==> config.mk <==
export PLATFORM = sky130hd
export DESIGN_NAME = websocket_frame_deframer_unit
export DESIGN_NICKNAME = d
export VERILOG_FILES = /design/src/rtl/wsfd_pkg.sv /design/src/rtl/wsfd_out_skid.sv /design/src/rtl/websocket_frame_deframer_unit.sv
export SDC_FILE = /design/constraint.sdc
export NUM_CORES = 1
export LEC_CHECK = 0
export BUFFER_PORTS_ARGS = -buffer_cell sky130_fd_sc_hd__buf_2
export CAP_MARGIN = 20
export CELL_PAD_IN_SITES_DETAIL_PLACEMENT = 0
export CELL_PAD_IN_SITES_GLOBAL_PLACEMENT = 1
export CORE_UTILIZATION = 45
export DETAILED_ROUTE_END_ITERATION = 8
export GPL_TIMING_DRIVEN = 0
export HOLD_SLACK_MARGIN = 0.02
export PLACE_DENSITY = 0.76
export SYNTH_ARGS = -nofsm -noshare
export SYNTH_HDL_FRONTEND = slang
export SYNTH_HIERARCHICAL = 1
export SYNTH_SLANG_ARGS = --single-unit
==> constraint.sdc <==
create_clock -name i_clk -period 6.5 [get_ports i_clk]
set_input_delay 0.65 -clock i_clk [delete_from_list [all_inputs] [get_ports i_clk]]
set_output_delay 0.65 -clock i_clk [all_outputs]
set_load 0.03 [all_outputs]
==> src/rtl/wsfd_pkg.sv <==
// Shared types, opcodes and helpers for the WebSocket frame deframer.
`timescale 1ns / 1ps

package wsfd_pkg;

    localparam int unsigned BYTE_W   = 8;
    localparam int unsigned OPCODE_W = 4;
    localparam int unsigned LEN_W    = 64;
    localparam int unsigned KEY_W    = 32;
    localparam int unsigned TUSER_W  = 7;

    localparam logic [OPCODE_W-1:0] OPC_CONT  = 4'h0;
    localparam logic [OPCODE_W-1:0] OPC_CLOSE = 4'h8;
    localparam logic [OPCODE_W-1:0] OPC_PING  = 4'h9;
    localparam logic [OPCODE_W-1:0] OPC_PONG  = 4'hA;

    localparam logic [6:0] LEN7_EXT16 = 7'd126;
    localparam logic [6:0] LEN7_EXT64 = 7'd127;

    typedef struct packed {
        logic                end_of_message;
        logic                is_control;
        logic                opcode_known;
        logic [OPCODE_W-1:0] msg_opcode;
        logic                has_byte;
        logic [BYTE_W-1:0]   payload_byte;
    } t_result;

    function automatic logic is_control_op(input logic [OPCODE_W-1:0] op);
        return (op == OPC_CLOSE) || (op == OPC_PING) || (op == OPC_PONG);
    endfunction

endpackage

==> src/rtl/wsfd_out_skid.sv <==
// Output register with a skid stage for deframer results.
`timescale 1ns / 1ps

module wsfd_out_skid (
    input  logic              i_clk,
    input  logic              i_rst_n,
    input  logic              i_push,
    input  wsfd_pkg::t_result i_result,
    output logic              o_can_accept,
    output logic              o_valid,
    output wsfd_pkg::t_result o_result,
    input  logic              i_take
);
    import wsfd_pkg::*;

    logic    r_out_valid;
    logic    r_skid_valid;
    t_result r_out;
    t_result r_skid;
    logic    out_free;

    assign out_free     = !r_out_valid || i_take;
    assign o_can_accept = !r_skid_valid;
    assign o_valid      = r_out_valid;
    assign o_result     = r_out;

    always_ff @(posedge i_clk) begin
        if (!i_rst_n) begin
            r_out_valid  <= 1'b0;
            r_skid_valid <= 1'b0;
        end else begin
            if (out_free) begin
                if (r_skid_valid) begin
                    r_out_valid  <= 1'b1;
                    r_out        <= r_skid;
                    r_skid_valid <= i_push;
                    if (i_push) begin
                        r_skid <= i_result;
                    end
                end else begin
                    r_out_valid <= i_push;
                    if (i_push) begin
                        r_out <= i_result;
                    end
                end
            end else if (i_push) begin
                r_skid_valid <= 1'b1;
                r_skid       <= i_result;
            end
        end
    end

endmodule

==> src/rtl/websocket_frame_deframer_unit.sv <==
// Top level of the WebSocket frame deframer: header parser, unmasking and output stage.
`timescale 1ns / 1ps
// Output: a payload byte or empty end marker is registered in the output stage, or in
// the skid stage while the master side stalls, when its input byte is transferred.
// Throughput: one input byte per cycle while the skid stage is empty; output register
// and skid stage keep the input side open while one result waits for the master side.
// Reset: synchronous, active low; the parser returns to the first header byte.

module websocket_frame_deframer_unit (
    input  logic                                  i_clk,
    input  logic                                  i_rst_n,
    input  logic                                  i_s_tvalid,
    output logic                                  o_s_tready,
    input  logic [wsfd_pkg::BYTE_W-1:0]           i_s_tdata,   // [7:0] rx_byte
    output logic                                  o_m_tvalid,
    input  logic                                  i_m_tready,
    output logic [wsfd_pkg::BYTE_W-1:0]           o_m_tdata,   // [7:0] payload_byte
    output logic [wsfd_pkg::TUSER_W-1:0]          o_m_tuser,   // [0] has_byte,
                                                               // [4:1] msg_opcode,
                                                               // [5] opcode_known,
                                                               // [6] is_control
    output logic                                  o_m_tlast    // end_of_message
);
    import wsfd_pkg::*;

    typedef enum logic [2:0] {
        PH_HDR0    = 3'd0,
        PH_HDR1    = 3'd1,
        PH_EXT16   = 3'd2,
        PH_EXT64   = 3'd3,
        PH_MASK    = 3'd4,
        PH_PAYLOAD = 3'd5
    } t_phase;

    t_phase              r_phase,        n_phase;
    logic [2:0]          r_ext_cnt,      n_ext_cnt;
    logic [LEN_W-1:0]    r_rem_len,      n_rem_len;
    logic [KEY_W-1:0]    r_mask_key,     n_mask_key;
    logic                r_mask_en,      n_mask_en;
    logic                r_fin,          n_fin;
    logic [OPCODE_W-1:0] r_frame_op,     n_frame_op;
    logic [OPCODE_W-1:0] r_data_op,      n_data_op;
    logic                r_data_op_vld,  n_data_op_vld;
    logic [1:0]          r_mask_idx,     n_mask_idx;

    logic    accept;
    logic    can_accept;
    logic    res_valid;
    t_result res;
    t_result out_res;

    assign o_s_tready = can_accept;
    assign accept     = i_s_tvalid && can_accept;

    always_comb begin
        logic [BYTE_W-1:0] b;
        logic [LEN_W-1:0]  len;
        logic [LEN_W-1:0]  dec;
        logic [BYTE_W-1:0] kb;
        logic              ctl;
        logic              hdr_done;
        logic              after_len;
        logic              eom;
        logic              emit;
        logic              has;
        logic [BYTE_W-1:0] byte_out;

        b         = i_s_tdata;
        len       = r_rem_len;
        dec       = r_rem_len - LEN_W'(1);
        kb        = '0;
        ctl       = is_control_op(r_frame_op);
        hdr_done  = 1'b0;
        after_len = 1'b0;
        eom       = 1'b0;
        emit      = 1'b0;
        has       = 1'b0;
        byte_out  = '0;

        n_phase       = r_phase;
        n_ext_cnt     = r_ext_cnt;
        n_rem_len     = r_rem_len;
        n_mask_key    = r_mask_key;
        n_mask_en     = r_mask_en;
        n_fin         = r_fin;
        n_frame_op    = r_frame_op;
        n_data_op     = r_data_op;
        n_data_op_vld = r_data_op_vld;
        n_mask_idx    = r_mask_idx;

        case (r_phase)
            PH_HDR1: begin
                n_mask_en = b[7];
                n_ext_cnt = '0;
                if (b[6:0] == LEN7_EXT16) begin
                    n_rem_len = '0;
                    n_phase   = PH_EXT16;
                end else if (b[6:0] == LEN7_EXT64) begin
                    n_rem_len = '0;
                    n_phase   = PH_EXT64;
                end else begin
                    len       = LEN_W'(b[6:0]);
                    n_rem_len = len;
                    after_len = 1'b1;
                end
            end
            PH_EXT16: begin
                len       = {r_rem_len[LEN_W-BYTE_W-1:0], b};
                n_rem_len = len;
                n_ext_cnt = r_ext_cnt + 3'd1;
                if (r_ext_cnt == 3'd1) begin
                    after_len = 1'b1;
                end
            end
            PH_EXT64: begin
                len       = {r_rem_len[LEN_W-BYTE_W-1:0], b};
                n_rem_len = len;
                if (r_ext_cnt == 3'd7) begin
                    after_len = 1'b1;
                end else begin
                    n_ext_cnt = r_ext_cnt + 3'd1;
                end
            end
            PH_MASK: begin
                n_mask_key = {r_mask_key[KEY_W-BYTE_W-1:0], b};
                n_ext_cnt  = r_ext_cnt + 3'd1;
                if (r_ext_cnt == 3'd3) begin
                    n_ext_cnt = '0;
                    hdr_done  = 1'b1;
                end
            end
            PH_PAYLOAD: begin
                case (r_mask_idx)
                    2'd0:    kb = r_mask_key[31:24];
                    2'd1:    kb = r_mask_key[23:16];
                    2'd2:    kb = r_mask_key[15:8];
                    default: kb = r_mask_key[7:0];
                endcase
                n_rem_len  = dec;
                n_mask_idx = r_mask_idx + 2'd1;
                emit       = 1'b1;
                has        = 1'b1;
                byte_out   = b ^ kb;
                if (dec == '0) begin
                    n_phase = PH_HDR0;
                    eom     = ctl || r_fin;
                end
            end
            default: begin
                n_fin      = b[7];
                n_frame_op = b[OPCODE_W-1:0];
                if (b[OPCODE_W-1:0] != OPC_CONT && !is_control_op(b[OPCODE_W-1:0])) begin
                    n_data_op     = b[OPCODE_W-1:0];
                    n_data_op_vld = 1'b1;
                end
                n_phase = PH_HDR1;
            end
        endcase

        if (after_len) begin
            n_ext_cnt  = '0;
            n_mask_key = '0;
            if (n_mask_en) begin
                n_phase = PH_MASK;
            end else begin
                hdr_done = 1'b1;
            end
        end

        if (hdr_done) begin
            n_mask_idx = '0;
            if (len != '0) begin
                n_phase = PH_PAYLOAD;
            end else begin
                n_phase = PH_HDR0;
                if (ctl || r_fin) begin
                    emit = 1'b1;
                    eom  = 1'b1;
                end
            end
        end

        res.payload_byte   = byte_out;
        res.has_byte       = has;
        res.msg_opcode     = ctl ? r_frame_op : (r_data_op_vld ? r_data_op : '0);
        res.opcode_known   = ctl || r_data_op_vld;
        res.is_control     = ctl;
        res.end_of_message = eom;
        res_valid          = accept && emit;

        if (emit && eom && !ctl) begin
            n_data_op_vld = 1'b0;
        end
    end

    always_ff @(posedge i_clk) begin
        if (!i_rst_n) begin
            r_phase       <= PH_HDR0;
            r_ext_cnt     <= '0;
            r_rem_len     <= '0;
            r_mask_key    <= '0;
            r_mask_en     <= 1'b0;
            r_fin         <= 1'b0;
            r_frame_op    <= '0;
            r_data_op     <= '0;
            r_data_op_vld <= 1'b0;
            r_mask_idx    <= '0;
        end else if (accept) begin
            r_phase       <= n_phase;
            r_ext_cnt     <= n_ext_cnt;
            r_rem_len     <= n_rem_len;
            r_mask_key    <= n_mask_key;
            r_mask_en     <= n_mask_en;
            r_fin         <= n_fin;
            r_frame_op    <= n_frame_op;
            r_data_op     <= n_data_op;
            r_data_op_vld <= n_data_op_vld;
            r_mask_idx    <= n_mask_idx;
        end
    end

    wsfd_out_skid u_out_skid (
        .i_clk        (i_clk),
        .i_rst_n      (i_rst_n),
        .i_push       (res_valid),
        .i_result     (res),
        .o_can_accept (can_accept),
        .o_valid      (o_m_tvalid),
        .o_result     (out_res),
        .i_take       (i_m_tready)
    );

    assign o_m_tdata = out_res.payload_byte;
    assign o_m_tuser = {out_res.is_control, out_res.opcode_known,
                        out_res.msg_opcode, out_res.has_byte};
    assign o_m_tlast = out_res.end_of_message;

endmodule

==> metrics.yaml <==
status:
  status: "finished clean"
die:
  fp.dieW_um: 142.3
  initial_core_util_pct: 46.60
  dieArea_um2: 20260
  ioPinCount: 30
  die_h_um: 142.3
  rows: 50
  core_area_um2: 19020
sta:
  worstMarginPinSlew_ns: 1.189
  slew_headroom_pct: 20.14
  fin_tns_setup_ns: 0
  rsz0062_at_grt: "no"
  skew_ns: 0.01159
  period_share_pct: 74.95
  finalCriticalPeriod_ns: 4.872
  max_clock_freq_mhz: 205.3
  maxSlewViolCount: 0
  setup_viol: 0
  hold_violations: 0
grt:
  grt_pass1_wl_mm: 51.34
  grt_busiest_layer: "met1"
  grt_pass1_vias: 8513
  globalRouteMet3Util_pct: 9.017
  use_met2_pct: 47.42
  grt_max_degree: 17
  gr-total-overflow: 0
  grt_usage_pct: 34.20
  antenna_found_initial: 0
  use_met1_pct: 49.15
detailed_routing:
  wirelength_mm: 33.57
  vias: 9251
  dr.pass1.iters: 7
  wl_per_cell_um: 22.83
  ant_nets: 0
  vias_per_cell: 6.293
  drc: 0
  drt_iter0_drc: 1108
logic_synthesis:
  synthArstFlopShare_pct: 0
  synth_edf_count: 32
  yosys_warnings: 6
  synthesis.area_um2: 8862
  syn_nets: 1175
  synth.area.top_cells: "dfxtp_1 (26%), edfxtp_1 (11%), a21oi_1 (6.3%)"
  synth_largest_area_cell: "dfxtp_1"
  ys_types: 77
  ys_seq_elements: 149
  syn_inst: 1152
  avgSynthCellArea_um2: 7.693
  synthFlopType: "dfxtp_1"
  yosys.area.top_type_share_pct: 26.43
  ys_seq_area_share_pct: 37.27
critical_path:
  critPathCaptureType: "flop"
  r2r_slack_ns: 1.63
  rr_startpoint: "r_rem_len[16]$_SDFFE_PN0P_"
  arrival_ns: 4.94
  cp_max_fo: 16
  critPathRequiredTime_ns: 6.56
  start_kind: "flop"
  worst-setup-path-type: "flop to flop"
  reg2reg_depth: 11
  crit_end: "u_out_skid/r_skid[12]$_DFFE_PP_"
  cp-startpoint: "r_rem_len[16]$_SDFFE_PN0P_"
  reg2reg_to: "u_out_skid/r_skid[12]$_DFFE_PP_"
clock_tree:
  clk_pin_slew_ns: 0.07
  cts_made_buffers: 17
  clk_latency_ns: 0.45
  holdBufCountCts: 0
  cts_setup_buffers: 0
  cts_buffer_depth: 2
  cts_root_buf: "clkbuf_16"
  cts.sinks: 149
  cts_tree: "done"
  cts_resized: 0
  cts_max_level: 4
placed_design:
  hpwl_mm: 23.90
  finalWeightedCongestion: 0.9904
  io_buffer_count: 26
finish:
  final_common_cell: "nand2_1"
  drive_above_1_share_pct: 8.595
  final_cell_mix: "nand2_1 (147), nor2_1 (144), dfxtp_1 (117)"
  nets: 1220
  insertedDiodeCount: 0
  syn_to_final_growth_pct: 11.82
flow_run:
  maxCapViolCount: 0
power_and_ir_drop:
  finalPower_mw: 2.626
  leakage_nw: 3.549
  p_per_area_nw_per_um2: 265.0
  ir_drop_mv: 0.1890
worst_hold_path:
  hold_path_class: "flop to flop"
  whs_path_depth: 2
-- where the power goes --
part / switching, mW / internal, mW / total (mW)
Combinational: 0.441 / 0.192 / 0.634
Sequential: 0.0240 / 0.966 / 0.990
Clock: 0.473 / 0.530 / 1.00
-- cells in the mapped netlist, drive strengths merged (7+ instances only) --
cell type  instances
clkbuf            76
o21ai             70
buf               20
o31ai             16
or3               23
nor3              47
ha                11
inv               22
a222oi             8
a22oi             22
nand4             17
or4               19
nor4              35
mux2i              9
nor2             144
mux2              16
xnor2             17
a221oi            11
xor2              13
or2                8
nand2            147
a21oi            111
nand3             52
edfxtp            32
dfxtp            117
a211oi             7
-- critical path, stage by stage, from the launching register on --
cell	delay, ns
dfxtp_1	0.30
clkbuf_1	0.24
nor4_2	0.64
nand4_1	0.41
nor3_1	0.63
nand4_1	0.19
a221oi_1	0.41
nor2b_1	0.37
o21ai_0	0.16
a21oi_1	0.28
nand2_1	0.10
a21oi_2	0.74
-- registers in the layout, indices dropped and copies added (netlist names) --
name	count
r_rem_len	64
r_mask_key	32
u_out_skid/o_result	16
u_out_skid/r_skid	16
r_data_op	4
r_frame_op	4
r_ext_cnt	3
r_phase	3
r_mask_idx	2
r_data_op_vld	1
r_fin	1
r_mask_en	1
u_out_skid/o_valid	1
u_out_skid/r_skid_valid	1
-- metal layers --
metal | vias up | share of wire (%)
li1 | 4285 | -
met1 | 4363 | 45
met2 | 508 | 41
met3 | 95 | 10
met4 | 0 | 3.7
met5 | - | 0
-- area by class of cell --
type / count / area [µm²]
tap: 260 / 325.3
timing repair buffer: 26 / 130.1
fill: 1976 / 9109
clock buffer: 18 / 450.4
clock inverter: 14 / 137.6
multi-input combinational: 885 / 5077
inverter: 22 / 82.58
buffer: 96 / 402.9
sequential: 149 / 3303
-- how the worst min path moves through the flow --
stage                                  end                   startpoint  slack (ns)
3_3_place_gp   r_mask_key[25]$_SDFFE_PN0P_  r_mask_key[25]$_SDFFE_PN0P_        0.44
4_1_cts        r_mask_key[26]$_SDFFE_PN0P_  r_mask_key[26]$_SDFFE_PN0P_        0.46
6_report       r_mask_key[29]$_SDFFE_PN0P_  r_mask_key[29]$_SDFFE_PN0P_        0.46
2_1_floorplan  r_mask_key[24]$_SDFFE_PN0P_  r_mask_key[24]$_SDFFE_PN0P_        0.43
3_5_place_dp   r_mask_key[26]$_SDFFE_PN0P_  r_mask_key[26]$_SDFFE_PN0P_        0.45
5_1_grt        r_mask_key[24]$_SDFFE_PN0P_  r_mask_key[24]$_SDFFE_PN0P_        0.48
-- per-stage QoR --
stage | instances | setup WS (ns) | instance area, µm² | hold WS [ns] | utilization, %
2_1_floorplan | 1152 | 2.514 | 8862 | 0.4313 | -
3_5_place_dp | 1438 | 1.743 | 9321 | 0.4469 | 49.01
6_report | 1470 | 1.628 | 9910 | 0.4553 | 52.11
4_1_cts | 1470 | 1.717 | 9910 | 0.4578 | 52.11
5_1_grt | 1470 | 1.150 | 9910 | 0.4788 | 52.11
3_3_place_gp | 1438 | 1.316 | 9318 | 0.4375 | 48.99
-- cells by family (layout without fill, tap and decap cells) --
kind of cell,count (synthesis),in the layout,synth area share (%)
adders and majority gates,12,12,1.666
buffers and inverters,118,176,5.478
muxes,25,25,3.389
DFF,149,149,37.27
AOI/OAI and AO/OA,289,289,20.27
and+or+nand+nor,529,529,28.96
xor gates and xnor gates,30,30,2.965
No activity file was read; power rests on OpenSTA's default activity.
